$ cat src/hw/rtl/i2cbm_pkg.sv
`timescale 1ns / 1ps
`default_nettype none

package i2cbm_pkg;

    localparam int unsigned PHASE_W           = 16;
    localparam logic [PHASE_W-1:0] PHASE_TICKS_RESET = 16'd750;
    localparam int unsigned BYTE_W            = 8;
    localparam int unsigned BIT_IDX_W         = 4;
    localparam logic [BIT_IDX_W-1:0] ACK_BIT  = 4'd8;

    localparam int unsigned QUEUE_DEPTH       = 2;
    localparam int unsigned QUEUE_PTR_W       = $clog2(QUEUE_DEPTH);
    localparam int unsigned QUEUE_CNT_W       = $clog2(QUEUE_DEPTH + 1);

    typedef enum logic [2:0] {
        OP_START   = 3'd0,
        OP_STOP    = 3'd1,
        OP_WRITE   = 3'd2,
        OP_RD_ACK  = 3'd3,
        OP_RD_NACK = 3'd4
    } t_opcode;

    typedef enum logic [1:0] {
        PH_SETUP = 2'd0,
        PH_HIGH  = 2'd1,
        PH_LOW   = 2'd2
    } t_phase;

    // One tick after classification: cmd_ok is set only for a known opcode.
    typedef struct packed {
        logic              cmd_ok;
        t_opcode           opcode;
        logic [BYTE_W-1:0] write_data;
        logic              sda_sample;
    } t_item;

    typedef struct packed {
        logic  valid;
        t_item item;
    } t_q_head;

    typedef struct packed {
        logic              scl_level;
        logic              sda_level;
        logic              sda_enable;
        logic              busy;
        logic              done;
        logic [BYTE_W-1:0] read_data;
        logic              ack_ok;
    } t_result;

endpackage

`default_nettype wire

$ cat src/hw/rtl/i2cbm_front.sv
`timescale 1ns / 1ps
`default_nettype none

module i2cbm_front (
    input  wire logic                      i_clk,
    input  wire logic                      i_rst_n,
    input  wire logic                      i_in_valid,
    output logic                           o_in_ready,
    input  wire logic                      i_cmd_valid,
    input  wire logic [2:0]                i_opcode,
    input  wire logic [i2cbm_pkg::BYTE_W-1:0] i_write_data,
    input  wire logic                      i_sda_sample,
    input  wire logic                      i_pop,
    output i2cbm_pkg::t_q_head             o_head
);
    import i2cbm_pkg::*;

    t_item                  r_mem [QUEUE_DEPTH];
    logic [QUEUE_PTR_W-1:0] r_wr_ptr, n_wr_ptr;
    logic [QUEUE_PTR_W-1:0] r_rd_ptr, n_rd_ptr;
    logic [QUEUE_CNT_W-1:0] r_count, n_count;
    t_item                  w_item;
    logic                   w_push;
    logic                   w_pop;

    // Classify: drop unknown opcodes to a plain tick.
    always_comb begin
        w_item.cmd_ok     = i_cmd_valid && (i_opcode <= 3'(OP_RD_NACK));
        w_item.opcode     = t_opcode'(i_opcode);
        w_item.write_data = i_write_data;
        w_item.sda_sample = i_sda_sample;
    end

    assign o_in_ready = (r_count != QUEUE_CNT_W'(QUEUE_DEPTH));
    assign w_push     = i_in_valid && o_in_ready;
    assign w_pop      = i_pop && (r_count != '0);

    always_comb begin
        n_wr_ptr = r_wr_ptr;
        n_rd_ptr = r_rd_ptr;
        n_count  = r_count;
        if (w_push) begin
            n_wr_ptr = (r_wr_ptr == QUEUE_PTR_W'(QUEUE_DEPTH - 1)) ? '0 : r_wr_ptr + 1'b1;
        end
        if (w_pop) begin
            n_rd_ptr = (r_rd_ptr == QUEUE_PTR_W'(QUEUE_DEPTH - 1)) ? '0 : r_rd_ptr + 1'b1;
        end
        priority if (w_push && !w_pop) begin
            n_count = r_count + 1'b1;
        end else if (w_pop && !w_push) begin
            n_count = r_count - 1'b1;
        end else begin
            n_count = r_count;
        end
    end

    always_ff @(posedge i_clk) begin
        if (w_push) begin
            r_mem[r_wr_ptr] <= w_item;
        end
    end

    always_ff @(posedge i_clk) begin
        if (!i_rst_n) begin
            r_wr_ptr <= '0;
            r_rd_ptr <= '0;
            r_count  <= '0;
        end else begin
            r_wr_ptr <= n_wr_ptr;
            r_rd_ptr <= n_rd_ptr;
            r_count  <= n_count;
        end
    end

    assign o_head.valid = (r_count != '0);
    assign o_head.item  = r_mem[r_rd_ptr];

endmodule

`default_nettype wire

$ cat src/hw/rtl/i2cbm_engine.sv
`timescale 1ns / 1ps
`default_nettype none

module i2cbm_engine (
    input  wire logic                          i_clk,
    input  wire logic                          i_rst_n,
    input  wire i2cbm_pkg::t_q_head            i_head,
    output logic                               o_pop,
    input  wire logic [i2cbm_pkg::PHASE_W-1:0] i_phase_ticks,
    output logic                               o_out_valid,
    input  wire logic                          i_out_ready,
    output i2cbm_pkg::t_result                 o_result
);
    import i2cbm_pkg::*;

    typedef enum logic [5:0] {
        ST_IDLE    = 6'b000001,
        ST_START   = 6'b000010,
        ST_STOP    = 6'b000100,
        ST_WRITE   = 6'b001000,
        ST_RD_ACK  = 6'b010000,
        ST_RD_NACK = 6'b100000
    } t_seq_state;

    t_seq_state           r_state, n_state;
    t_phase               r_phase, n_phase;
    logic [BIT_IDX_W-1:0] r_bit, n_bit;
    logic [PHASE_W-1:0]   r_cnt, n_cnt;
    logic [BYTE_W-1:0]    r_shift, n_shift;
    logic                 r_ack, n_ack;
    logic                 r_scl, n_scl;
    logic                 r_sda, n_sda;
    logic                 r_dir, n_dir;
    logic [BYTE_W-1:0]    r_last, n_last;
    logic                 r_done, n_done;
    logic                 r_out_valid;

    logic [PHASE_W-1:0]   w_plen;
    logic                 w_step;
    logic                 w_enter;
    logic                 w_byte_cmd;
    logic                 w_is_read;
    logic                 w_is_write;
    logic                 w_ack_bit;
    t_seq_state           w_cmd_state;
    t_item                w_it;

    assign w_it       = i_head.item;
    assign w_plen     = (i_phase_ticks == '0) ? PHASE_W'(1) : i_phase_ticks;
    assign w_step     = i_head.valid && (!r_out_valid || i_out_ready);
    assign o_pop      = w_step;
    assign w_is_write = (r_state == ST_WRITE);
    assign w_is_read  = (r_state == ST_RD_ACK) || (r_state == ST_RD_NACK);
    assign w_byte_cmd = w_is_write || w_is_read;
    assign w_ack_bit  = (r_bit == ACK_BIT);

    always_comb begin
        unique case (w_it.opcode)
            OP_START:   w_cmd_state = ST_START;
            OP_STOP:    w_cmd_state = ST_STOP;
            OP_WRITE:   w_cmd_state = ST_WRITE;
            OP_RD_ACK:  w_cmd_state = ST_RD_ACK;
            OP_RD_NACK: w_cmd_state = ST_RD_NACK;
            default:    w_cmd_state = ST_IDLE;
        endcase
    end

    always_comb begin
        n_state = r_state;
        n_phase = r_phase;
        n_bit   = r_bit;
        n_cnt   = r_cnt;
        n_shift = r_shift;
        n_ack   = r_ack;
        n_scl   = r_scl;
        n_sda   = r_sda;
        n_dir   = r_dir;
        n_last  = r_last;
        n_done  = 1'b0;
        w_enter = 1'b0;

        if (r_state != ST_IDLE) begin
            if (r_cnt >= w_plen) begin
                n_cnt = PHASE_W'(1);
                // Sample SDA at the end of the SCL-high phase.
                if (w_byte_cmd && r_phase == PH_HIGH) begin
                    if (!w_ack_bit && w_is_read) begin
                        n_shift = {r_shift[BYTE_W-2:0], w_it.sda_sample};
                    end
                    if (w_ack_bit && w_is_write) begin
                        n_ack = ~w_it.sda_sample;
                    end
                end
                if (w_byte_cmd && r_phase == PH_LOW && !w_ack_bit && w_is_write) begin
                    n_shift = {r_shift[BYTE_W-2:0], 1'b0};
                end
                unique case (r_phase)
                    PH_SETUP: begin
                        n_phase = PH_HIGH;
                        w_enter = 1'b1;
                    end
                    PH_HIGH: begin
                        n_phase = PH_LOW;
                        w_enter = 1'b1;
                    end
                    default: begin
                        n_phase = PH_SETUP;
                        if (w_byte_cmd && !w_ack_bit) begin
                            n_bit   = r_bit + 4'd1;
                            w_enter = 1'b1;
                        end else begin
                            if (w_is_write) begin
                                n_dir = 1'b1;
                                n_sda = 1'b1;
                            end
                            if (w_is_read) begin
                                n_last = r_shift;
                            end
                            n_state = ST_IDLE;
                            n_bit   = '0;
                            n_done  = 1'b1;
                        end
                    end
                endcase
            end else begin
                n_cnt = r_cnt + PHASE_W'(1);
            end
        end else if (w_it.cmd_ok) begin
            n_state = w_cmd_state;
            n_phase = PH_SETUP;
            n_bit   = '0;
            n_cnt   = PHASE_W'(1);
            n_shift = (w_cmd_state == ST_WRITE) ? w_it.write_data : '0;
            w_enter = 1'b1;
        end

        // Drive the pin levels of the phase just entered.
        if (w_enter) begin
            unique case (n_state)
                ST_START: begin
                    n_dir = 1'b1;
                    n_scl = (n_phase != PH_LOW);
                    n_sda = (n_phase == PH_SETUP);
                end
                ST_STOP: begin
                    n_dir = 1'b1;
                    if (n_phase != PH_SETUP) begin
                        n_scl = 1'b1;
                    end
                    n_sda = (n_phase == PH_LOW);
                end
                default: begin
                    n_scl = (n_phase == PH_HIGH);
                    if (n_phase == PH_SETUP) begin
                        if (n_bit != ACK_BIT) begin
                            if (n_state == ST_WRITE) begin
                                n_dir = 1'b1;
                                n_sda = n_shift[BYTE_W-1];
                            end else begin
                                n_dir = 1'b0;
                                n_sda = 1'b1;
                            end
                        end else begin
                            if (n_state == ST_WRITE) begin
                                n_dir = 1'b0;
                                n_sda = 1'b1;
                            end else begin
                                n_dir = 1'b1;
                                n_sda = (n_state == ST_RD_NACK);
                            end
                        end
                    end
                end
            endcase
        end
    end

    always_ff @(posedge i_clk) begin
        if (!i_rst_n) begin
            r_state     <= ST_IDLE;
            r_phase     <= PH_SETUP;
            r_bit       <= '0;
            r_cnt       <= '0;
            r_shift     <= '0;
            r_ack       <= 1'b0;
            r_scl       <= 1'b1;
            r_sda       <= 1'b1;
            r_dir       <= 1'b1;
            r_last      <= '0;
            r_done      <= 1'b0;
            r_out_valid <= 1'b0;
        end else begin
            if (w_step) begin
                r_state <= n_state;
                r_phase <= n_phase;
                r_bit   <= n_bit;
                r_cnt   <= n_cnt;
                r_shift <= n_shift;
                r_ack   <= n_ack;
                r_scl   <= n_scl;
                r_sda   <= n_sda;
                r_dir   <= n_dir;
                r_last  <= n_last;
                r_done  <= n_done;
            end
            if (w_step) begin
                r_out_valid <= 1'b1;
            end else if (i_out_ready) begin
                r_out_valid <= 1'b0;
            end
        end
    end

    assign o_out_valid          = r_out_valid;
    assign o_result.scl_level   = r_scl;
    assign o_result.sda_level   = r_sda;
    assign o_result.sda_enable  = r_dir;
    assign o_result.busy        = (r_state != ST_IDLE);
    assign o_result.done        = r_done;
    assign o_result.read_data   = r_last;
    assign o_result.ack_ok      = r_ack;

endmodule

`default_nettype wire

$ cat src/hw/rtl/i2c_byte_master.sv
// Channel | Direction | Handshake                  | Beat contents
// in      | input     | i_in_valid / o_in_ready    | i_cmd_valid, i_opcode, i_write_data,
//         |           |                            | i_sda_sample
// out     | output    | o_out_valid / i_out_ready  | o_scl_level, o_sda_level, o_sda_enable,
//         |           |                            | o_busy_res, o_done_res, o_read_data, o_ack_ok
// cfg     | input     | i_cfg_valid / o_cfg_ready  | i_cfg_data (phase_ticks)
//
// One input beat per cycle while o_in_ready is high, one output beat per input beat;
// beats pass through the two-entry front queue and the engine's state/output register.
// The engine takes one queued tick per cycle when its output slot is empty or being taken.
// Synchronous active-low reset clears the queue and drives SCL/SDA to 1 with SDA enabled.
// An output stall backs up into the queue; o_in_ready drops once both entries are full.
`timescale 1ns / 1ps
`default_nettype none

module i2c_byte_master (
    input  wire logic        i_clk,
    input  wire logic        i_rst_n,
    // Input channel
    input  wire logic        i_in_valid,
    output logic             o_in_ready,
    input  wire logic        i_cmd_valid,
    input  wire logic [2:0]  i_opcode,
    input  wire logic [7:0]  i_write_data,
    input  wire logic        i_sda_sample,
    // Output channel
    output logic             o_out_valid,
    input  wire logic        i_out_ready,
    output logic             o_scl_level,
    output logic             o_sda_level,
    output logic             o_sda_enable,
    output logic             o_busy_res,
    output logic             o_done_res,
    output logic [7:0]       o_read_data,
    output logic             o_ack_ok,
    // Configuration channel
    input  wire logic        i_cfg_valid,
    output logic             o_cfg_ready,
    input  wire logic [15:0] i_cfg_data
);
    import i2cbm_pkg::*;

    logic [PHASE_W-1:0] r_phase_ticks;
    t_q_head            w_head;
    logic               w_pop;
    t_result            w_result;

    // Config writes must come only while idle; not enforced, they are accepted every cycle.
    assign o_cfg_ready = 1'b1;

    always_ff @(posedge i_clk) begin
        if (!i_rst_n) begin
            r_phase_ticks <= PHASE_TICKS_RESET;
        end else if (i_cfg_valid) begin
            r_phase_ticks <= i_cfg_data;
        end
    end

    // Front: classify each tick and park it in the queue.
    i2cbm_front u_front (
        .i_clk        (i_clk),
        .i_rst_n      (i_rst_n),
        .i_in_valid   (i_in_valid),
        .o_in_ready   (o_in_ready),
        .i_cmd_valid  (i_cmd_valid),
        .i_opcode     (i_opcode),
        .i_write_data (i_write_data),
        .i_sda_sample (i_sda_sample),
        .i_pop        (w_pop),
        .o_head       (w_head)
    );

    // Back: run the bit sequencer one tick per popped item.
    i2cbm_engine u_engine (
        .i_clk         (i_clk),
        .i_rst_n       (i_rst_n),
        .i_head        (w_head),
        .o_pop         (w_pop),
        .i_phase_ticks (r_phase_ticks),
        .o_out_valid   (o_out_valid),
        .i_out_ready   (i_out_ready),
        .o_result      (w_result)
    );

    assign o_scl_level  = w_result.scl_level;
    assign o_sda_level  = w_result.sda_level;
    assign o_sda_enable = w_result.sda_enable;
    assign o_busy_res   = w_result.busy;
    assign o_done_res   = w_result.done;
    assign o_read_data  = w_result.read_data;
    assign o_ack_ok     = w_result.ack_ok;

endmodule

`default_nettype wire

$ cat config.mk
export PLATFORM = sky130hd
export DESIGN_NAME = i2c_byte_master
export DESIGN_NICKNAME = d
export VERILOG_FILES = /design/src/hw/rtl/i2cbm_pkg.sv /design/src/hw/rtl/i2cbm_front.sv /design/src/hw/rtl/i2cbm_engine.sv /design/src/hw/rtl/i2c_byte_master.sv
export SDC_FILE = /design/constraint.sdc
export NUM_CORES = 1
export LEC_CHECK = 0
export BUFFER_PORTS_ARGS = -buffer_cell sky130_fd_sc_hd__buf_2
export CAP_MARGIN = 20
export CORE_MARGIN = 5
export CORE_UTILIZATION = 45
export DETAILED_ROUTE_END_ITERATION = 16
export GPL_TIMING_DRIVEN = 0
export PLACE_DENSITY = 0.66
export REMOVE_ABC_BUFFERS = 1
export SLEW_MARGIN = 20
export SYNTH_ARGS = -nofsm -noshare
export SYNTH_HDL_FRONTEND = slang
export SYNTH_SLANG_ARGS = --single-unit
$ cat constraint.sdc
create_clock -name i_clk -period 4.81 [get_ports i_clk]
set_input_delay 0.962 -clock i_clk [delete_from_list [all_inputs] [get_ports i_clk]]
set_output_delay 0.962 -clock i_clk [all_outputs]
set_load 0.05 [all_outputs]
## Word level (Yosys, flattened, before mapping)

Memory sizes are Yosys's and may differ from the RTL's. A register that Yosys moved wholly into a read port is not among the register bits.
Cells that the tools add are included.
Widths: inputs -> output; s select.

- Register bits after elaboration: 70
- Latch bits: 0
- Memory bits (writable): 26
- Bits in read-only memories: 0
- Bits of input ports: 34
- Word-level logic and storage cells: 159
- Memories: 1

Memory list:

| name | words | width | read ports | clocked after Yosys merged registers in | write ports | RTL line | text |
|---|---|---|---|---|---|---|---|
| u_front.r_mem | 2 | 13 | 1 | 1 | 1 | i2cbm_front.sv:18 | `t_item r_mem [QUEUE_DEPTH];` |

- $add $sub $neg: 6
- $mul: 0
- Divide/modulo/power cells: 0
- $lt $le $gt $ge: 2
- Eq/ne operators: 25
- Shifts and indexed selects: 0
- Muxes and demuxes: 69
- Bitwise operators: 3
- Reduce and logical (&&, ||, !) cells: 36

Operators by type and width:

| cell | number |
|---|---|
| $mux 16 | 4 |
| $mux 8 | 7 |
| $mux 1 | 39 |
| $mux 6 | 5 |
| $pmux 6 s5 | 1 |
| $mux 4 | 5 |
| $eq 6x4->1 const B | 3 |
| $add 16x1->16 const B | 1 |
| $ge 16x16->1 | 1 |
| $logic_not 16->1 | 1 |
| $logic_and 1x1->1 | 13 |
| $eq 6x6->1 const B | 2 |
| $mux 2 | 5 |
| $reduce_and 5->1 | 2 |
| $reduce_bool 2->1 | 5 |
| $eq 3x2->1 const B | 2 |
| $eq 6x2->1 const B | 1 |
| $eq 6x3->1 const B | 1 |
| $eq 6x5->1 const B | 1 |
| $ne 3x1->1 const B | 2 |
| $ne 6x1->1 const B | 1 |
| $reduce_and 6->1 | 1 |
| $add 4x1->4 const B | 1 |
| $eq 2x1->1 const B | 2 |
| 21 further kinds | 35 |

## Longest topological paths before layout

- Depth in word-level cells: 14
- Gate-level depth with buffers: 13

## By module

A second synthesis with hierarchy kept.

- Cells, all modules: 542
- Area total of the unflattened synthesis: 5163.7 um^2

By module, submodules not included:

| module | instances | cells each | area an instance (um^2) |
|---|---|---|---|
| i2cbm_engine | 1 | 422 | 3377.0 |
| i2cbm_front | 1 | 67 | 1177.4 |
| i2c_byte_master | 1 | 53 | 609.3 |

## Worst setup path after synthesis

No wires, ideal clock.

- Path kind: flip-flop to flip-flop
- Start: register r_phase_ticks[4]
- End: register u_engine.r_sda
- Arrival: 2977 ps
- Data required time: 4683 ps
- Path slack: 1707 ps
- Cell stages (with the launch flop): 13
- Buffers on the path: 0
- Clock period less this slack: 3103 ps
- Path through: dfxtp_1 > nor4_1 > a41o_1 > ha_1 > nand2b_4 > a2111oi_4 > o41ai_2 > o21ai_0 > mux2i_1 > or4_4 > or4b_1 > o21ai_2 > o22ai_2

- Longest elaborated chain between the ends: 11
- Elaborated cells between the ends (all ways): 28
- Classes of those cells: order compare: 1; eq/ne: 6; mux: 19; reduce/logical: 2

RTL lines:

| what | RTL line | text |
|---|---|---|
| start, declared | i2c_byte_master.sv:43 | `logic [PHASE_W-1:0] r_phase_ticks;` |
| start signal, assigned | i2c_byte_master.sv:55 | `r_phase_ticks <= i_cfg_data;` |
| $logic_not 16->1 | i2cbm_engine.sv:49 | `assign w_plen = (i_phase_ticks == '0) ? PHASE_W'(1) : i_phase_ticks;` |
| $mux 16 * | i2cbm_engine.sv:49 |  |
| $ge 16x16->1 * | i2cbm_engine.sv:83 | `if (r_cnt >= w_plen) begin` |
| $mux 6 | i2cbm_engine.sv:83 |  |
| $mux 6 | i2cbm_engine.sv:82 | `if (r_state != ST_IDLE) begin` |
| $eq 6x6->1 or $eq 6x4->1 (tied branches) | i2cbm_engine.sv:169, i2cbm_engine.sv:156, i2cbm_engine.sv:164 |  |
| $mux 1 (on tied branches) | i2cbm_engine.sv:164, i2cbm_engine.sv:156 |  |
| $mux 1 | i2cbm_engine.sv:155 | `if (n_bit != ACK_BIT) begin` |
| $mux 1 | i2cbm_engine.sv:154 | `if (n_phase == PH_SETUP) begin` |
| $pmux 1 s2 | i2cbm_engine.sv:139 | `unique case (n_state)` |
| $mux 1 * | i2cbm_engine.sv:138 | `if (w_enter) begin` |
| end signal, assigned | i2cbm_engine.sv:201 | `r_sda <= n_sda;` |
| end, declared | i2cbm_engine.sv:32 | `logic r_sda, n_sda;` |

Mark *: on every way between the ends. The rest lies on a longest branch, timed or not. The select of a mux whose other input is x is not followed.
A chain may end at the register's enable or synchronous reset.

## Worst setup path after layout

- Start: register r_phase_ticks[1]
- End: register u_engine.r_sda

The elaborated chain is that of the path after synthesis.

==> out/metrics.cfg <==
[worst_setup_path]
crit_fanout = 4
reg2reg_slack_ps = 1080
crit_path_start_kind = register
crit_type = register to register
timing.rr.end = u_engine.r_sda
regToRegStartpoint = r_phase_ticks[1]
worstPathArrival_ps = 3950
worstPathRequired_ps = 5040
rr_worst_depth = 12
cp-end-kind = register

[cells_and_area]
area_growth_pct = 13.1
layout-drive-gt1-share = 0.180
final_nets = 628
diodes = 0

[logic_synthesis]
synth_mux_area_frac = 0.0613
synth-simple-area-share = 0.200
synth_edf_count = 26
synth.avg_cell_area_sq_um = 9.48
netlist_top_cells_count = nor2_1 (79), dfxtp_1 (71), nand2_1 (41)
netlist_area_sq_um = 5060
synthXorXnorAreaFrac = 0.0311
synth_cells = 534
synth_top_cell_area_share = 0.281
seq_area_frac_synth = 0.435
ys_warn_count = 0
synth_compound_area_frac = 0.182
synth_area_leaders = dfxtp_1 (28%), edfxtp_1 (15%), nor2_1 (5.9%)
synth-main-ff-cell = dfxtp_1
synth_seq_cells = 97
synthMostInstantiatedCell = nor2_1
synth_top_cell_by_area = dfxtp_1
synthAdderAreaFrac = 0.0494
synth_cell_types = 87
synth-async-reset-ratio = 0
synth_top_family_by_area = simple AND/OR/NAND/NOR gates

[sta]
skew_ps = 7.68
hold_viol_final = 0
fin_crit_ps = 3730
setup_viol = 0
timing.final.ws_setup_ps = 1080
period_share = 0.775
timing.setup.tns_ps = 0
rsz0062_at_grt = no
tightest_slew_ps = 916
slew_viol_final = 0
maxSlewHeadroom = 0.389
fmax_ghz = 0.268

[worst_hold_path]
min_path_type = register to register
whs_path_depth = 2
min_to = u_engine.r_done
hold_start = u_engine.r_done

[floorplan]
dieWidth_um = 116
initial_core_util = 0.463
fp-row-count = 38
die_area_sq_um = 13500
pin_count = 51
core_area_sq_um = 10900
die_h_um = 116

[power_and_ir_drop]
p_sw_mw = 1.14
p_comb_frac = 0.357
p_sw_frac = 0.400
p_leak_nw = 2.29
clkPwrFrac = 0.262
power_frac_seq = 0.381
peakVddDrop_uv = 234
power_density_nw_per_um2 = 498
power.internal_mw = 1.71

[clock_tree]
cts.path.max_buffers = 2
clock-sinks = 97
ctsResizeCount = 0
path_clk_slew_ps = 70
ctsHtreeMaxLevel = 3
cts_buffers = 9
ctsHoldBuffers = 0
post_cts_buffers = 0
cts_tree = yes
clk_latency_ps = 340
root_buffer = clkbuf_16

[placement]
dp_hpwl_um = 8310
place_ws_ps = 771
gp_congestion = 0.860
numPortBuffers = 49

[routing]
ant_nets = 0
avgViaCountPerCell = 5.61
vias = 4032
drc = 0
drtPass1Iterations = 4
drtIter0Drc = 231
drt_wl_total_um = 11200
wl_per_cell_um = 15.6

[grt]
grt.total_usage = 0.176
grt-ovfl-total = 0
grt_pass1_wl_um = 19100
first_global_vias = 3956
grt_max_degree = 46
grt_antenna_before_repair = 0

[run_status]
status = completed

[job]
maxCapViolCount = 0

-- metrics by stage --
stage	hold slack (ps)	cells	util	cell area, sq um	power [mW]
5_1_grt	498	719	0.524	5730	3.03
4_1_cts	470	719	0.524	5730	2.88
3_5_place_dp	458	703	0.493	5400	2.12
6_report	468	719	0.524	5730	2.86
2_1_floorplan	462	514	-	4970	1.85
3_3_place_gp	446	703	0.493	5390	2.10
-- cells by family after synthesis --
family | count (synthesis)
AND/OR/NAND/NOR | 202
AO/OA/AOI/OAI | 117
flip-flops | 97
buffers and inverters | 49
other | 1
XOR/XNOR | 18
adder cells (fa/ha/maj) | 20
multiplexers | 30
-- registers in the layout (all words and copies together) (netlist names), 2 cells and up, named ones only --
name              count
u_engine.r_cnt       16
u_engine.r_bit        4
u_engine.r_shift      8
u_engine.r_phase      2
u_engine.r_last       8
u_front.r_mem        26
u_engine.r_state      6
r_phase_ticks        16
u_front.r_count       2
-- cell type report --
| cell class | instances | area (sq um) |
|---|---|---|
| inverter | 29 | 111 |
| sequential | 97 | 2200 |
| multi-input combinational | 388 | 2660 |
| clock inverter | 6 | 82.6 |
| clock buffer | 10 | 250 |
| tap | 140 | 175 |
| timing repair buffer | 49 | 245 |
| fill | 1026 | 5200 |
-- metal layers --
metal / track usage / vias up / share of wire
met5: 0 / - / 0
met4: 0.0541 / 0 / 0.012
met3: 0.0321 / 12 / 0.053
met2: 0.288 / 96 / 0.47
met1: 0.238 / 1900 / 0.47
li1: - / 2024 / -
-- placed cells by master (no fill, tap or decap), types with 5 or more instances in the layout --
| cell type | Yosys | final |
|---|---|---|
| dfxtp_1 | 71 | 71 |
| nor4_1 | 6 | 6 |
| o21ai_0 | 12 | 12 |
| a211oi_1 | 11 | 11 |
| ha_1 | 20 | 20 |
| a31oi_1 | 5 | 5 |
| clkbuf_16 | 0 | 10 |
| nand3_1 | 18 | 18 |
| nand2_1 | 41 | 41 |
| a22oi_1 | 14 | 14 |
| xor2_1 | 15 | 15 |
| mux2_2 | 8 | 8 |
| o211ai_1 | 9 | 9 |
| edfxtp_1 | 26 | 26 |
| inv_1 | 26 | 26 |
| nand4_1 | 5 | 5 |
| nor2_1 | 79 | 77 |
| and3_1 | 5 | 5 |
| mux2i_1 | 22 | 22 |
| nor3_1 | 9 | 9 |
| a21oi_1 | 21 | 21 |
| nand2b_1 | 5 | 5 |
| buf_2 | 3 | 49 |
-- critical path, stage by stage (launching register included) --
cell       delay, ps
dfxtp_1          310
nor4_1           390
a41o_1           240
ha_1             230
nand2b_4         140
a2111oi_4        420
o41ai_2          150
o21ai_0          540
mux2i_1          210
or4_4            620
o21bai_1         190
nand3b_1         100
o22ai_2           60
-- worst max-delay path by stage --
| stage | to | cells after the start | slack [ps] | start |
|---|---|---|---|---|
| after floorplan | u_engine.r_cnt[13] | 10 | 1430 | i_out_ready |
| after global placement | u_engine.r_cnt[13] | 11 | 210 | i_out_ready |
| after detailed placement | u_engine.r_cnt[13] | 11 | 770 | i_out_ready |
| after CTS | u_engine.r_sda | 12 | 1080 | r_phase_ticks[1] |
| after global routing | u_engine.r_cnt[13] | 11 | 800 | i_out_ready |
| final | u_engine.r_sda | 12 | 1080 | r_phase_ticks[1] |
-- power groups by stage --
stage	sequential [mW]	clock, mW	combinational [mW]
2_1_floorplan	1.11	0	0.743
3_3_place_gp	1.10	0	0.998
3_5_place_dp	1.11	0	1.02
4_1_cts	1.09	0.769	1.02
5_1_grt	1.11	0.797	1.12
6_report	1.09	0.747	1.02
No activity file was read; power rests on OpenSTA's default activity.
